$ cat src/hdl/smatu_pkg.sv
// Package: shared constants, types and decode for the small matrix unit.
`default_nettype none
package smatu_pkg;

   localparam int DIM_DEFAULT = 3;
   localparam int ELEM_W      = 16;
   localparam int RES_W       = 33;
   localparam int PROD_W      = 2 * ELEM_W;
   localparam int MODE_W      = 2;

   typedef enum logic [1:0] {
      OP_ADD,
      OP_TRANS,
      OP_MUL
   } op_type;

   // front side status of the job queue
   typedef struct packed {
      logic full;
      logic bank;
   } jobq_tail_type;

   typedef struct packed {
      logic   push;
      op_type op;
   } jobq_push_type;

   // back side view of the oldest job
   typedef struct packed {
      logic   valid;
      op_type op;
      logic   bank;
   } jobq_head_type;

   // bit 1 selects multiply, else bit 0 selects transpose
   function automatic op_type decode_mode(input logic [MODE_W-1:0] mode);
      op_type op;
      if (mode[1]) begin
         op = OP_MUL;
      end else if (mode[0]) begin
         op = OP_TRANS;
      end else begin
         op = OP_ADD;
      end
      return op;
   endfunction

endpackage
`default_nettype wire

$ cat src/hdl/smatu_ram.sv
// Generic single write, single read RAM with registered read data.
`default_nettype none
module smatu_ram #(
   parameter int WIDTH = 16,
   parameter int DEPTH = 32
) (
   input  wire logic                     clock,
   input  wire logic                     wr_en,
   input  wire logic [$clog2(DEPTH)-1:0] wr_addr,
   input  wire logic [WIDTH-1:0]         wr_data,
   input  wire logic [$clog2(DEPTH)-1:0] rd_addr,
   output logic      [WIDTH-1:0]         rd_data
);

   logic [WIDTH-1:0] mem_ff [DEPTH];
   logic [WIDTH-1:0] rd_data_ff;

   always_ff @(posedge clock) begin
      if (wr_en) begin
         mem_ff[wr_addr] <= wr_data;
      end
      rd_data_ff <= mem_ff[rd_addr];
   end

   assign rd_data = rd_data_ff;

endmodule
`default_nettype wire

$ cat src/hdl/smatu_front.sv
// Front end: mode register, element loading into the store banks, job issue.
`default_nettype none
module smatu_front #(
   parameter int DIM = smatu_pkg::DIM_DEFAULT
) (
   input  wire logic                                clock,
   input  wire logic                                reset,
   input  wire logic                                req_push,
   input  wire logic [smatu_pkg::ELEM_W-1:0]        req_element_value,
   output logic                                     req_full,
   input  wire logic                                csr_valid,
   input  wire logic [smatu_pkg::MODE_W-1:0]        csr_data,
   input  wire smatu_pkg::jobq_tail_type            tail,
   output smatu_pkg::jobq_push_type                 job,
   output logic                                     a_wr_en,
   output logic                                     b_wr_en,
   output logic [$clog2(DIM*DIM):0]                 wr_addr,
   output logic [smatu_pkg::ELEM_W-1:0]             wr_data
);

   localparam int CELLS = DIM * DIM;
   localparam int IW    = $clog2(CELLS);
   localparam int PW    = $clog2(2 * CELLS);

   logic [smatu_pkg::MODE_W-1:0] mode_ff, mode_in;
   logic [PW-1:0]                pos_ff, pos_in;
   logic [PW:0]                  pos_next;
   logic [PW:0]                  need;
   logic                         accept;
   logic                         in_a;
   logic                         done;
   logic [IW-1:0]                idx;
   smatu_pkg::op_type            op;

   assign op       = smatu_pkg::decode_mode(mode_ff);
   assign accept   = req_push && !tail.full;
   assign req_full = tail.full;
   assign in_a     = pos_ff < PW'(CELLS);
   assign pos_next = {1'b0, pos_ff} + (PW+1)'(1);
   assign need     = (op == smatu_pkg::OP_TRANS) ? (PW+1)'(CELLS) : (PW+1)'(2 * CELLS);
   assign done     = pos_next >= need;
   assign idx      = in_a ? pos_ff[IW-1:0] : IW'(pos_ff - PW'(CELLS));

   assign a_wr_en  = accept && in_a;
   assign b_wr_en  = accept && !in_a;
   assign wr_addr  = {tail.bank, idx};
   assign wr_data  = req_element_value;
   assign job.push = accept && done;
   assign job.op   = op;

   always_comb begin
      mode_in = csr_valid ? csr_data : mode_ff;
      pos_in  = pos_ff;
      if (accept) begin
         pos_in = done ? '0 : pos_next[PW-1:0];
      end
   end

   always_ff @(posedge clock) begin
      if (reset) begin
         mode_ff <= '0;
         pos_ff  <= '0;
      end else begin
         mode_ff <= mode_in;
         pos_ff  <= pos_in;
      end
   end

endmodule
`default_nettype wire

$ cat src/hdl/smatu_jobq.sv
// Two-entry job queue; each slot owns one bank of the element stores.
`default_nettype none
module smatu_jobq (
   input  wire logic                     clock,
   input  wire logic                     reset,
   input  wire smatu_pkg::jobq_push_type job,
   output smatu_pkg::jobq_tail_type      tail,
   output smatu_pkg::jobq_head_type      head,
   input  wire logic                     pop
);

   smatu_pkg::op_type op_ff [2];
   logic              wptr_ff, wptr_in;
   logic              rptr_ff, rptr_in;
   logic [1:0]        count_ff, count_in;
   logic              do_push;
   logic              do_pop;

   assign do_push   = job.push && (count_ff != 2'd2);
   assign do_pop    = pop && (count_ff != 2'd0);
   assign tail.full = count_ff == 2'd2;
   assign tail.bank = wptr_ff;
   assign head.valid = count_ff != 2'd0;
   assign head.op   = op_ff[rptr_ff];
   assign head.bank = rptr_ff;

   always_comb begin
      wptr_in  = do_push ? !wptr_ff : wptr_ff;
      rptr_in  = do_pop ? !rptr_ff : rptr_ff;
      count_in = count_ff;
      if (do_push && !do_pop) begin
         count_in = count_ff + 2'd1;
      end else if (do_pop && !do_push) begin
         count_in = count_ff - 2'd1;
      end
   end

   always_ff @(posedge clock) begin
      if (do_push) begin
         op_ff[wptr_ff] <= job.op;
      end
      if (reset) begin
         wptr_ff  <= 1'b0;
         rptr_ff  <= 1'b0;
         count_ff <= 2'd0;
      end else begin
         wptr_ff  <= wptr_in;
         rptr_ff  <= rptr_in;
         count_ff <= count_in;
      end
   end

endmodule
`default_nettype wire

$ cat src/hdl/smatu_back.sv
// Back end: walks the result cells, reads the stores, accumulates, outputs.
`default_nettype none
module smatu_back #(
   parameter int DIM = smatu_pkg::DIM_DEFAULT
) (
   input  wire logic                                clock,
   input  wire logic                                reset,
   input  wire smatu_pkg::jobq_head_type            head,
   output logic                                     job_pop,
   output logic [$clog2(DIM*DIM):0]                 a_rd_addr,
   output logic [$clog2(DIM*DIM):0]                 b_rd_addr,
   input  wire logic [smatu_pkg::ELEM_W-1:0]        a_rd_data,
   input  wire logic [smatu_pkg::ELEM_W-1:0]        b_rd_data,
   output logic                                     rsp_empty,
   input  wire logic                                rsp_pop,
   output logic [smatu_pkg::RES_W-1:0]              rsp_result_value,
   output logic                                     rsp_last_element
);

   localparam int CELLS = DIM * DIM;
   localparam int IW    = $clog2(CELLS);
   localparam int CW    = $clog2(DIM);
   localparam int EW    = smatu_pkg::ELEM_W;
   localparam int RW    = smatu_pkg::RES_W;
   localparam int PRW   = smatu_pkg::PROD_W;

   typedef enum logic [2:0] {
      S_IDLE,
      S_READ,
      S_WAIT,
      S_ACC,
      S_OUT
   } state_type;

   state_type      state_ff, state_in;
   logic [CW-1:0]  row_ff, row_in;
   logic [CW-1:0]  col_ff, col_in;
   logic [CW-1:0]  k_ff, k_in;
   logic [RW-1:0]  term_ff, term_in;
   logic [RW-1:0]  acc_ff, acc_in;
   logic           out_valid_ff, out_valid_in;
   logic [RW-1:0]  out_value_ff, out_value_in;
   logic           out_last_ff, out_last_in;

   logic [IW-1:0]         a_idx;
   logic [IW-1:0]         b_idx;
   logic signed [PRW-1:0] prod;
   logic [EW:0]           sum;
   logic                  last_k;
   logic                  last_row;
   logic                  last_col;
   logic                  slot_free;

   always_comb begin
      unique case (head.op)
         smatu_pkg::OP_MUL: begin
            a_idx = IW'(int'(row_ff) * DIM + int'(k_ff));
            b_idx = IW'(int'(k_ff) * DIM + int'(col_ff));
         end
         smatu_pkg::OP_TRANS: begin
            a_idx = IW'(int'(col_ff) * DIM + int'(row_ff));
            b_idx = IW'(int'(col_ff) * DIM + int'(row_ff));
         end
         default: begin
            a_idx = IW'(int'(row_ff) * DIM + int'(col_ff));
            b_idx = IW'(int'(row_ff) * DIM + int'(col_ff));
         end
      endcase
   end

   assign a_rd_addr = {head.bank, a_idx};
   assign b_rd_addr = {head.bank, b_idx};

   assign prod      = $signed(a_rd_data) * $signed(b_rd_data);
   assign sum       = {a_rd_data[EW-1], a_rd_data} + {b_rd_data[EW-1], b_rd_data};
   assign last_k    = (head.op != smatu_pkg::OP_MUL) || (k_ff == CW'(DIM - 1));
   assign last_row  = row_ff == CW'(DIM - 1);
   assign last_col  = col_ff == CW'(DIM - 1);
   assign slot_free = !out_valid_ff || rsp_pop;

   always_comb begin
      state_in     = state_ff;
      row_in       = row_ff;
      col_in       = col_ff;
      k_in         = k_ff;
      term_in      = term_ff;
      acc_in       = acc_ff;
      out_value_in = out_value_ff;
      out_last_in  = out_last_ff;
      out_valid_in = rsp_pop ? 1'b0 : out_valid_ff;
      job_pop      = 1'b0;
      unique case (state_ff)
         S_IDLE: begin
            if (head.valid) begin
               k_in     = '0;
               state_in = S_READ;
            end
         end
         S_READ: begin
            state_in = S_WAIT;
         end
         S_WAIT: begin
            unique case (head.op)
               smatu_pkg::OP_MUL:   term_in = {{(RW-PRW){prod[PRW-1]}}, prod};
               smatu_pkg::OP_TRANS: term_in = {{(RW-EW){a_rd_data[EW-1]}}, a_rd_data};
               default:             term_in = {{(RW-EW-1){sum[EW]}}, sum};
            endcase
            state_in = S_ACC;
         end
         S_ACC: begin
            acc_in = (k_ff == '0) ? term_ff : acc_ff + term_ff;
            if (last_k) begin
               state_in = S_OUT;
            end else begin
               k_in     = k_ff + CW'(1);
               state_in = S_READ;
            end
         end
         S_OUT: begin
            if (slot_free) begin
               out_valid_in = 1'b1;
               out_value_in = acc_ff;
               out_last_in  = last_row && last_col;
               k_in         = '0;
               if (last_col) begin
                  col_in = '0;
                  row_in = row_ff + CW'(1);
               end else begin
                  col_in = col_ff + CW'(1);
               end
               if (last_row && last_col) begin
                  row_in   = '0;
                  job_pop  = 1'b1;
                  state_in = S_IDLE;
               end else begin
                  state_in = S_READ;
               end
            end
         end
         default: begin
            state_in = S_IDLE;
         end
      endcase
   end

   always_ff @(posedge clock) begin
      term_ff      <= term_in;
      acc_ff       <= acc_in;
      out_value_ff <= out_value_in;
      out_last_ff  <= out_last_in;
      if (reset) begin
         state_ff     <= S_IDLE;
         row_ff       <= '0;
         col_ff       <= '0;
         k_ff         <= '0;
         out_valid_ff <= 1'b0;
      end else begin
         state_ff     <= state_in;
         row_ff       <= row_in;
         col_ff       <= col_in;
         k_ff         <= k_in;
         out_valid_ff <= out_valid_in;
      end
   end

   assign rsp_empty        = !out_valid_ff;
   assign rsp_result_value = out_value_ff;
   assign rsp_last_element = out_last_ff;

endmodule
`default_nettype wire

$ cat src/hdl/small_matrix_add_transpose_multiply_unit.sv
// Loading takes one element word per cycle unless req_full is high (job queue full).
// Two store banks let a new load overlap a burst; the job of a load is queued when its
// last element is taken, and the back end starts it once idle. Each result cell reads the
// stores, registers the read data, forms the term and accumulates it per product term.
// Synchronous active-high reset clears the mode, load position, job queue and output;
// the element stores are not reset.
`default_nettype none
module small_matrix_add_transpose_multiply_unit #(
   parameter int DIM = smatu_pkg::DIM_DEFAULT
) (
   input  wire logic                                clock,
   input  wire logic                                reset,
   input  wire logic                                req_push,
   output logic                                     req_full,
   input  wire logic signed [smatu_pkg::ELEM_W-1:0] req_element_value,
   output logic                                     rsp_empty,
   input  wire logic                                rsp_pop,
   output logic signed [smatu_pkg::RES_W-1:0]       rsp_result_value,
   output logic                                     rsp_last_element,
   input  wire logic                                csr_valid,
   output logic                                     csr_ready,
   input  wire logic [smatu_pkg::MODE_W-1:0]        csr_operation_mode
);

   localparam int CELLS     = DIM * DIM;
   localparam int IW        = $clog2(CELLS);
   localparam int RAM_DEPTH = 2 ** (IW + 1);
   localparam int EW        = smatu_pkg::ELEM_W;
   localparam int RW        = smatu_pkg::RES_W;

   smatu_pkg::jobq_tail_type tail;
   smatu_pkg::jobq_push_type job;
   smatu_pkg::jobq_head_type head;
   logic                     job_pop;
   logic                     a_wr_en;
   logic                     b_wr_en;
   logic [IW:0]              wr_addr;
   logic [EW-1:0]            wr_data;
   logic [IW:0]              a_rd_addr;
   logic [IW:0]              b_rd_addr;
   logic [EW-1:0]            a_rd_data;
   logic [EW-1:0]            b_rd_data;
   logic [RW-1:0]            result_value;

   assign csr_ready = 1'b1;

   smatu_front #(.DIM(DIM)) u_front (
      .clock             (clock),
      .reset             (reset),
      .req_push          (req_push),
      .req_element_value (req_element_value),
      .req_full          (req_full),
      .csr_valid         (csr_valid),
      .csr_data          (csr_operation_mode),
      .tail              (tail),
      .job               (job),
      .a_wr_en           (a_wr_en),
      .b_wr_en           (b_wr_en),
      .wr_addr           (wr_addr),
      .wr_data           (wr_data)
   );

   smatu_jobq u_jobq (
      .clock (clock),
      .reset (reset),
      .job   (job),
      .tail  (tail),
      .head  (head),
      .pop   (job_pop)
   );

   smatu_ram #(.WIDTH(EW), .DEPTH(RAM_DEPTH)) u_store_a (
      .clock   (clock),
      .wr_en   (a_wr_en),
      .wr_addr (wr_addr),
      .wr_data (wr_data),
      .rd_addr (a_rd_addr),
      .rd_data (a_rd_data)
   );

   smatu_ram #(.WIDTH(EW), .DEPTH(RAM_DEPTH)) u_store_b (
      .clock   (clock),
      .wr_en   (b_wr_en),
      .wr_addr (wr_addr),
      .wr_data (wr_data),
      .rd_addr (b_rd_addr),
      .rd_data (b_rd_data)
   );

   smatu_back #(.DIM(DIM)) u_back (
      .clock            (clock),
      .reset            (reset),
      .head             (head),
      .job_pop          (job_pop),
      .a_rd_addr        (a_rd_addr),
      .b_rd_addr        (b_rd_addr),
      .a_rd_data        (a_rd_data),
      .b_rd_data        (b_rd_data),
      .rsp_empty        (rsp_empty),
      .rsp_pop          (rsp_pop),
      .rsp_result_value (result_value),
      .rsp_last_element (rsp_last_element)
   );

   assign rsp_result_value = $signed(result_value);

endmodule
`default_nettype wire

$ cat config.mk
export PLATFORM = sky130hd
export DESIGN_NAME = small_matrix_add_transpose_multiply_unit
export DESIGN_NICKNAME = d
export VERILOG_FILES = /design/src/hdl/smatu_pkg.sv /design/src/hdl/smatu_ram.sv /design/src/hdl/smatu_front.sv /design/src/hdl/smatu_jobq.sv /design/src/hdl/smatu_back.sv /design/src/hdl/small_matrix_add_transpose_multiply_unit.sv
export SDC_FILE = /design/constraint.sdc
export NUM_CORES = 2
export LEC_CHECK = 0
export ABC_AREA = 1
export ABC_CLOCK_PERIOD_IN_PS = 16700
export BUFFER_PORTS_ARGS = -buffer_cell sky130_fd_sc_hd__buf_2
export CAP_MARGIN = 20
export CORE_UTILIZATION = 65
export DETAILED_ROUTE_END_ITERATION = 7
export PLACE_DENSITY_LB_ADDON = 0.05
export SLEW_MARGIN = 40
export SYNTH_ARGS = -nofsm -noshare
export SYNTH_HDL_FRONTEND = slang
export SYNTH_SLANG_ARGS = --single-unit
$ cat constraint.sdc
create_clock -name clock -period 16.7 [get_ports clock]
set_input_delay 0.835 -clock clock [delete_from_list [all_inputs] [get_ports clock]]
set_output_delay 0.835 -clock clock [all_outputs]
set_load 0.01 [all_outputs]
# Yosys cells after proc, flatten, opt, wreduce, memory -nomap -nowiden
# Memory sizes are Yosys's and may differ from the RTL's. A register that Yosys moved wholly into a read port is not among the register bits.
# Index checks and enable logic that the tools add are counted.
# totals
wordCells	117
latch_bits	0
output_inout_bits	37
reg_bits	121
mem_count	3
in_bits	23
ramBits	1028
mem_bits_ro	0
# mem_list
name	words	word_bits	read_ports	rd_ports_with_merged_regs	wr	line	rtl
u_store_a.mem_ff	32	16	1	1	1	smatu_ram.sv:15	logic [WIDTH-1:0] mem_ff [DEPTH];
u_store_b.mem_ff	32	16	1	1	1	smatu_ram.sv:15	
u_jobq.op_ff	2	2	1	1	1	smatu_jobq.sv:12	smatu_pkg::op_type op_ff [2];
# classes
multipliers	4
n_mux	37
n_bitwise	0
n_reduce_logical	28
n_eq_ne	16
order_cmp	2
shifts	0
n_addsub	13
n_div	0
# op_table
cell	n
$pmux W33 S2	1
$add A33 B33 Y33	1
$mux W33	1
$mul A16 B16 Y32	1
$mux W2	9
$add A16 B16 Y17	1
$mux W1	16
$pmux W4 S2	2
$pmux W3 S5	1
$add A4 B3 Y4	3
$mul A2 B2 Y4 const B	3
$eq A2 B2 Y1 const B	5
$mux W5	2
$logic_and A1 B1 Y1	9
$mux W3	3
$add A2 B1 Y2 const B	4
$ne A2 B2 Y1 const B	4
$logic_not A1 Y1	7
$add A5 B1 Y6 const B	1
$eq A3 B2 Y1 const B	2
$ge A6 B6 Y1	1
$pmux W2 S3	1
$reduce_bool A2 Y1	3
$lt A5 B4 Y1 const B	1
other kinds (15)	18

# Logic depth before layout (Yosys ltp)
# logic_depth
ltp_word	11
depth_mapped	29
depth_no_buf	28

# Cells and area by module
# Synthesis repeated with hierarchy kept, for this count alone.
# unflattened
hier_cells	6186
hier_area_um2	62268.5
# modules_own_cells
mod	cells_each	area_each_um2	n_inst
smatu_ram	1794	21301.7	2
smatu_back	2447	18544.0	1
smatu_front	104	708.2	1
smatu_jobq	45	401.6	1
small_matrix_add_transpose_multiply_unit	2	11.3	1

# Least setup slack after synthesis
# OpenSTA, ideal clock, no wires.
# synth_path
path_kind	register -> register
from	register u_store_a.rd_data_ff[15], in the netlist u_store_a.rd_data[15], read port of u_store_a.mem_ff
to	register u_back.term_ff[24] (data pin)
period_less_slack_ps	5908
arrival_time_ps	5652
n_path_buf	2
setup_ps	256
path_stages_with_launch	25
slack_ps	10792
path_cell_list	dfxtp_1 -> clkbuf_1 -> clkbuf_1 -> nand2_1 -> inv_1 -> fa_1 -> fa_1 -> fa_1 -> fa_1 -> fa_1 -> inv_1 -> fa_1 -> inv_1 -> ha_1 -> nand2_1 -> nor2_1 -> inv_1 -> nor2_1 -> nand4_1 -> nand3_1 -> nand2_1 -> nand3_1 -> nand2_1 -> nand2_1 -> nand2_1
# synth_between
elab_chain_cells	2
elab_cells_between_ends	3
classes_between	1 x add/sub; 1 x mul; 1 x mux
# synth_lines
element	line	rtl
start, declared	smatu_ram.sv:16	logic [WIDTH-1:0] rd_data_ff;
$mul A16 B16 Y32 or $add A16 B16 Y17 (tied branches)	smatu_back.sv:74, smatu_back.sv:75	
$pmux W33 S2 *	smatu_back.sv:103	unique case (head.op)
end signal, assigned	smatu_back.sv:147	term_ff <= term_in;
end, declared	smatu_back.sv:39	logic [RW-1:0] term_ff, term_in;
# Mark *: on every way between the ends. The rest lies on a longest branch, timed or not.
# A chain may end at the register's enable or synchronous reset.

# Worst setup path after layout
# layout_path
from	register u_store_b.rd_data_ff[1], in the netlist u_store_b.rd_data[1], read port of u_store_b.mem_ff
to	register u_back.term_ff[24] (data pin)
# layout_between
elab_chain_cells	2
elab_cells_between_ends	3
classes_between	1 x add/sub; 1 x mul; 1 x mux
# layout_lines
element	line
start, declared	smatu_ram.sv:16
$mul A16 B16 Y32 or $add A16 B16 Y17 (tied branches)	smatu_back.sv:74, smatu_back.sv:75
$pmux W33 S2 *	smatu_back.sv:103
# Marks and branches as above.

==> metrics.yaml <==
detailed_routing:
  wl_per_cell_um: 21.71
  via_count: 42380
  dr.pass1.iters: 6
  viasPerCell: 5.869
  wirelength_mm: 156.8
  drt_iter0_markers: 4183
  drcViolationCount: 0
  ant_nets: 0
worst_hold_path:
  hold_end: "u_front.mode_ff[1]$_SDFFE_PP0P_"
  whs_path_depth: 3
  hold_start: "csr_operation_mode[1]"
  hold_class: "in2reg"
floorplan:
  std_cell_rows: 112
  die-area_mm2: 0.09551
  die_w_um: 309.0
  die_h_um: 309.0
  start_util_pct: 65.66
  io_pins: 60
  core_area_mm2: 0.09333
finish:
  drive_above_1_share_pct: 8.266
  regArea_mm2: 0.03493
  nNetsFinal: 6320
  layout.cells.non_filler: 7220
  fillers: 6637
  final_core_utilization_pct: 72.34
  area_growth_syn_to_layout_pct: 10.18
  multi_input_area_mm2: 0.02320
sta:
  fin_crit_ps: 6577
  skew_ps: 23.46
  finalSetupTns_ps: 0
  finalHoldViolations: 0
  rsz0062_at_grt: "no"
  max_freq_mhz: 152.1
  finalSetupViolations: 0
  worstMarginPinSlew_ps: 899.1
  report.final.slew_viol_count: 0
  relSlewSlack_pct: 39.98
  period_share_pct: 39.38
critical_path:
  crit_required_ps: 17150
  crit_path_end_kind: "register"
  cp-start-kind: "register"
  path_class: "reg2reg"
  r2r_cells: 22
  regToRegEndpoint: "u_back.term_ff[24]$_DFFE_PP_"
  cp.arrival_ps: 7030
  crit-reg2reg-launch: "u_store_b.rd_data[1]$_DFF_P_"
  path_max_fanout: 17
  rrSetupSlack_ps: 10120
synth:
  synthesis.area_mm2: 0.06128
  synth-edff-count: 1127
  synth_warnings: 0
  async_reset_ff_share_pct: 0
  synth_cell_types: 41
  synth_flop_cell: "edfxtp_1"
  ys_seq_area_share_pct: 56.99
  synth_area_per_cell_um2: 10.84
  ys_ff_latch: 1181
  syn_inst: 5652
clocking:
  root_buffer: "clkbuf_16"
  cts_resized: 0
  clk_pin_slew_worst_paths_ps: 70
  clock_path_buffers: 3
  cts_tree: "built"
  postCtsSetupBuffers: 0
  worstSkewPairLatency_ps: 730
  clock-sinks: 1181
  cts_buffers: 117
  cts_hold_buf: 0
  htreeDepth: 3
placed_design:
  dp.cells: 7007
  placement.io_buffers: 58
  dp_hpwl_mm: 99.72
  place.gp.congestion: 0.9697
global_routing:
  grt_overflow_total: 0
  grt_max_degree: 116
  grt_pass1_vias: 41140
  antenna_found_initial: 2
  grt_usage_pct: 33.14
  grt_pass1_wl_mm: 237.4
run:
  maxCapViolCount: 0
outcome:
  status: "completed"
per-layer routing:
layer  vias to the layer above  wire [um]  track usage [%]
met5                         -         13                0
met4                         2       5000            11.10
met3                       287      11810            4.426
met2                      1738      76130            54.97
met1                     20830      63810            45.48
li1                      19520          -                -
stage by stage:
step / hold slack (ps) / worst slack (ps) / cell area, um2
6_report: 356.7 / 10120 / 67520
3_5_place_dp: 448.3 / 10150 / 63930
2_1_floorplan: 433.4 / 10790 / 62110
5_1_grt: 366.4 / 9737 / 67520
4_1_cts: 320.0 / 10130 / 67510
3_3_place_gp: 445.5 / 10270 / 63660
placed cells by master, fill, tap and decap left out, types with 88 or more instances in the layout:
cell type,instances
nand2_1,1041
inv_1,791
fa_1,270
buf_4,88
nor2_1,401
conb_1,225
ha_1,155
a21oi_1,134
clkbuf_16,120
edfxtp_1,1127
o21ai_0,318
nand3_1,239
o211ai_1,513
or2_2,106
cell usage after synthesis (22+ instances only):
cell	n	area [um2]
buf_2	88	440.4
o211ai_1	513	3851
o21ai_0	318	1592
dfxtp_1	54	1081
nor2_1	409	1535
fa_1	270	5405
nand2_1	1042	3911
o21ai_1	22	110.1
ha_1	155	1939
or2_2	106	663.1
clkbuf_1	150	563.0
nor3_1	60	300.3
edfxtp_1	1127	33840
nand4_1	24	150.1
a21oi_1	135	675.7
inv_1	794	2980
nand3_1	239	1196
how the worst max path moves through the flow:
| stage | depth (start not counted) | start | slack [ps] | end |
|---|---|---|---|---|
| 6_report | 22 | u_store_b.rd_data[1]$_DFF_P_ | 10120 | u_back.term_ff[24]$_DFFE_PP_ |
| 5_1_grt | 22 | u_store_b.rd_data[1]$_DFF_P_ | 9740 | u_back.term_ff[24]$_DFFE_PP_ |
| 2_1_floorplan | 24 | u_store_a.rd_data[15]$_DFF_P_ | 10790 | u_back.term_ff[24]$_DFFE_PP_ |
| 4_1_cts | 22 | u_store_a.rd_data[15]$_DFF_P_ | 10130 | u_back.term_ff[24]$_DFFE_PP_ |
| 3_3_place_gp | 25 | u_store_a.rd_data[7]$_DFF_P_ | 10270 | u_back.term_ff[26]$_DFFE_PP_ |
| 3_5_place_dp | 22 | u_store_a.rd_data[15]$_DFF_P_ | 10150 | u_back.term_ff[24]$_DFFE_PP_ |
cell type report:
class,instances,area share (%)
Sequential cell,1181,51.74
Multi-Input combinational cell,3605,34.36
Clock buffer,147,4.598
Inverter,803,4.498
Tap cell,1254,2.324
Timing Repair Buffer,164,1.775
Clock inverter,64,0.7005
Antenna cell,2,0.007412
cell families (layout without fill, tap and decap cells):
kind of cell	after synthesis	in the layout	share of synthesized area (%)
simple gates	1898	1898	12.87
flops	1181	1181	56.99
buf+inv	1089	1178	7.081
compound gates	1032	1032	10.70
fa+ha+maj	425	425	11.99
xor+xnor	25	25	0.3573
other cells	2	227	0.01226
sequential cells by signal (all words and copies together) (netlist names), 4 cells and up, named ones only:
register / cells
u_store_a.mem_ff: 512
u_store_b.mem_ff: 512
u_back.acc_ff: 33
u_back.rsp_result_value: 33
u_back.term_ff: 32
u_store_a.rd_data: 16
u_store_b.rd_data: 16
u_front.pos_ff: 5
u_jobq.op_ff: 4
worst max-delay path, stage by stage, from the launching register on:
cell and delay, ps:
dfxtp_1 790, nand2_1 210, inv_1 170, fa_1 530, fa_1 960, fa_1 550, fa_1 500, fa_1 490
inv_1 50, fa_1 470, inv_1 40, ha_1 400, nand2_1 160, nor2_1 210, inv_1 60, nor2_1 150
nand4_1 140, nand3_1 110, nand2_1 50, nand3_1 60, nand2_1 60, nand2_1 80, nand2_1 50
Power is left out: the tool's default activity adds up to more than one toggle a clock period on the data nets, which glitch-free logic cannot reach.
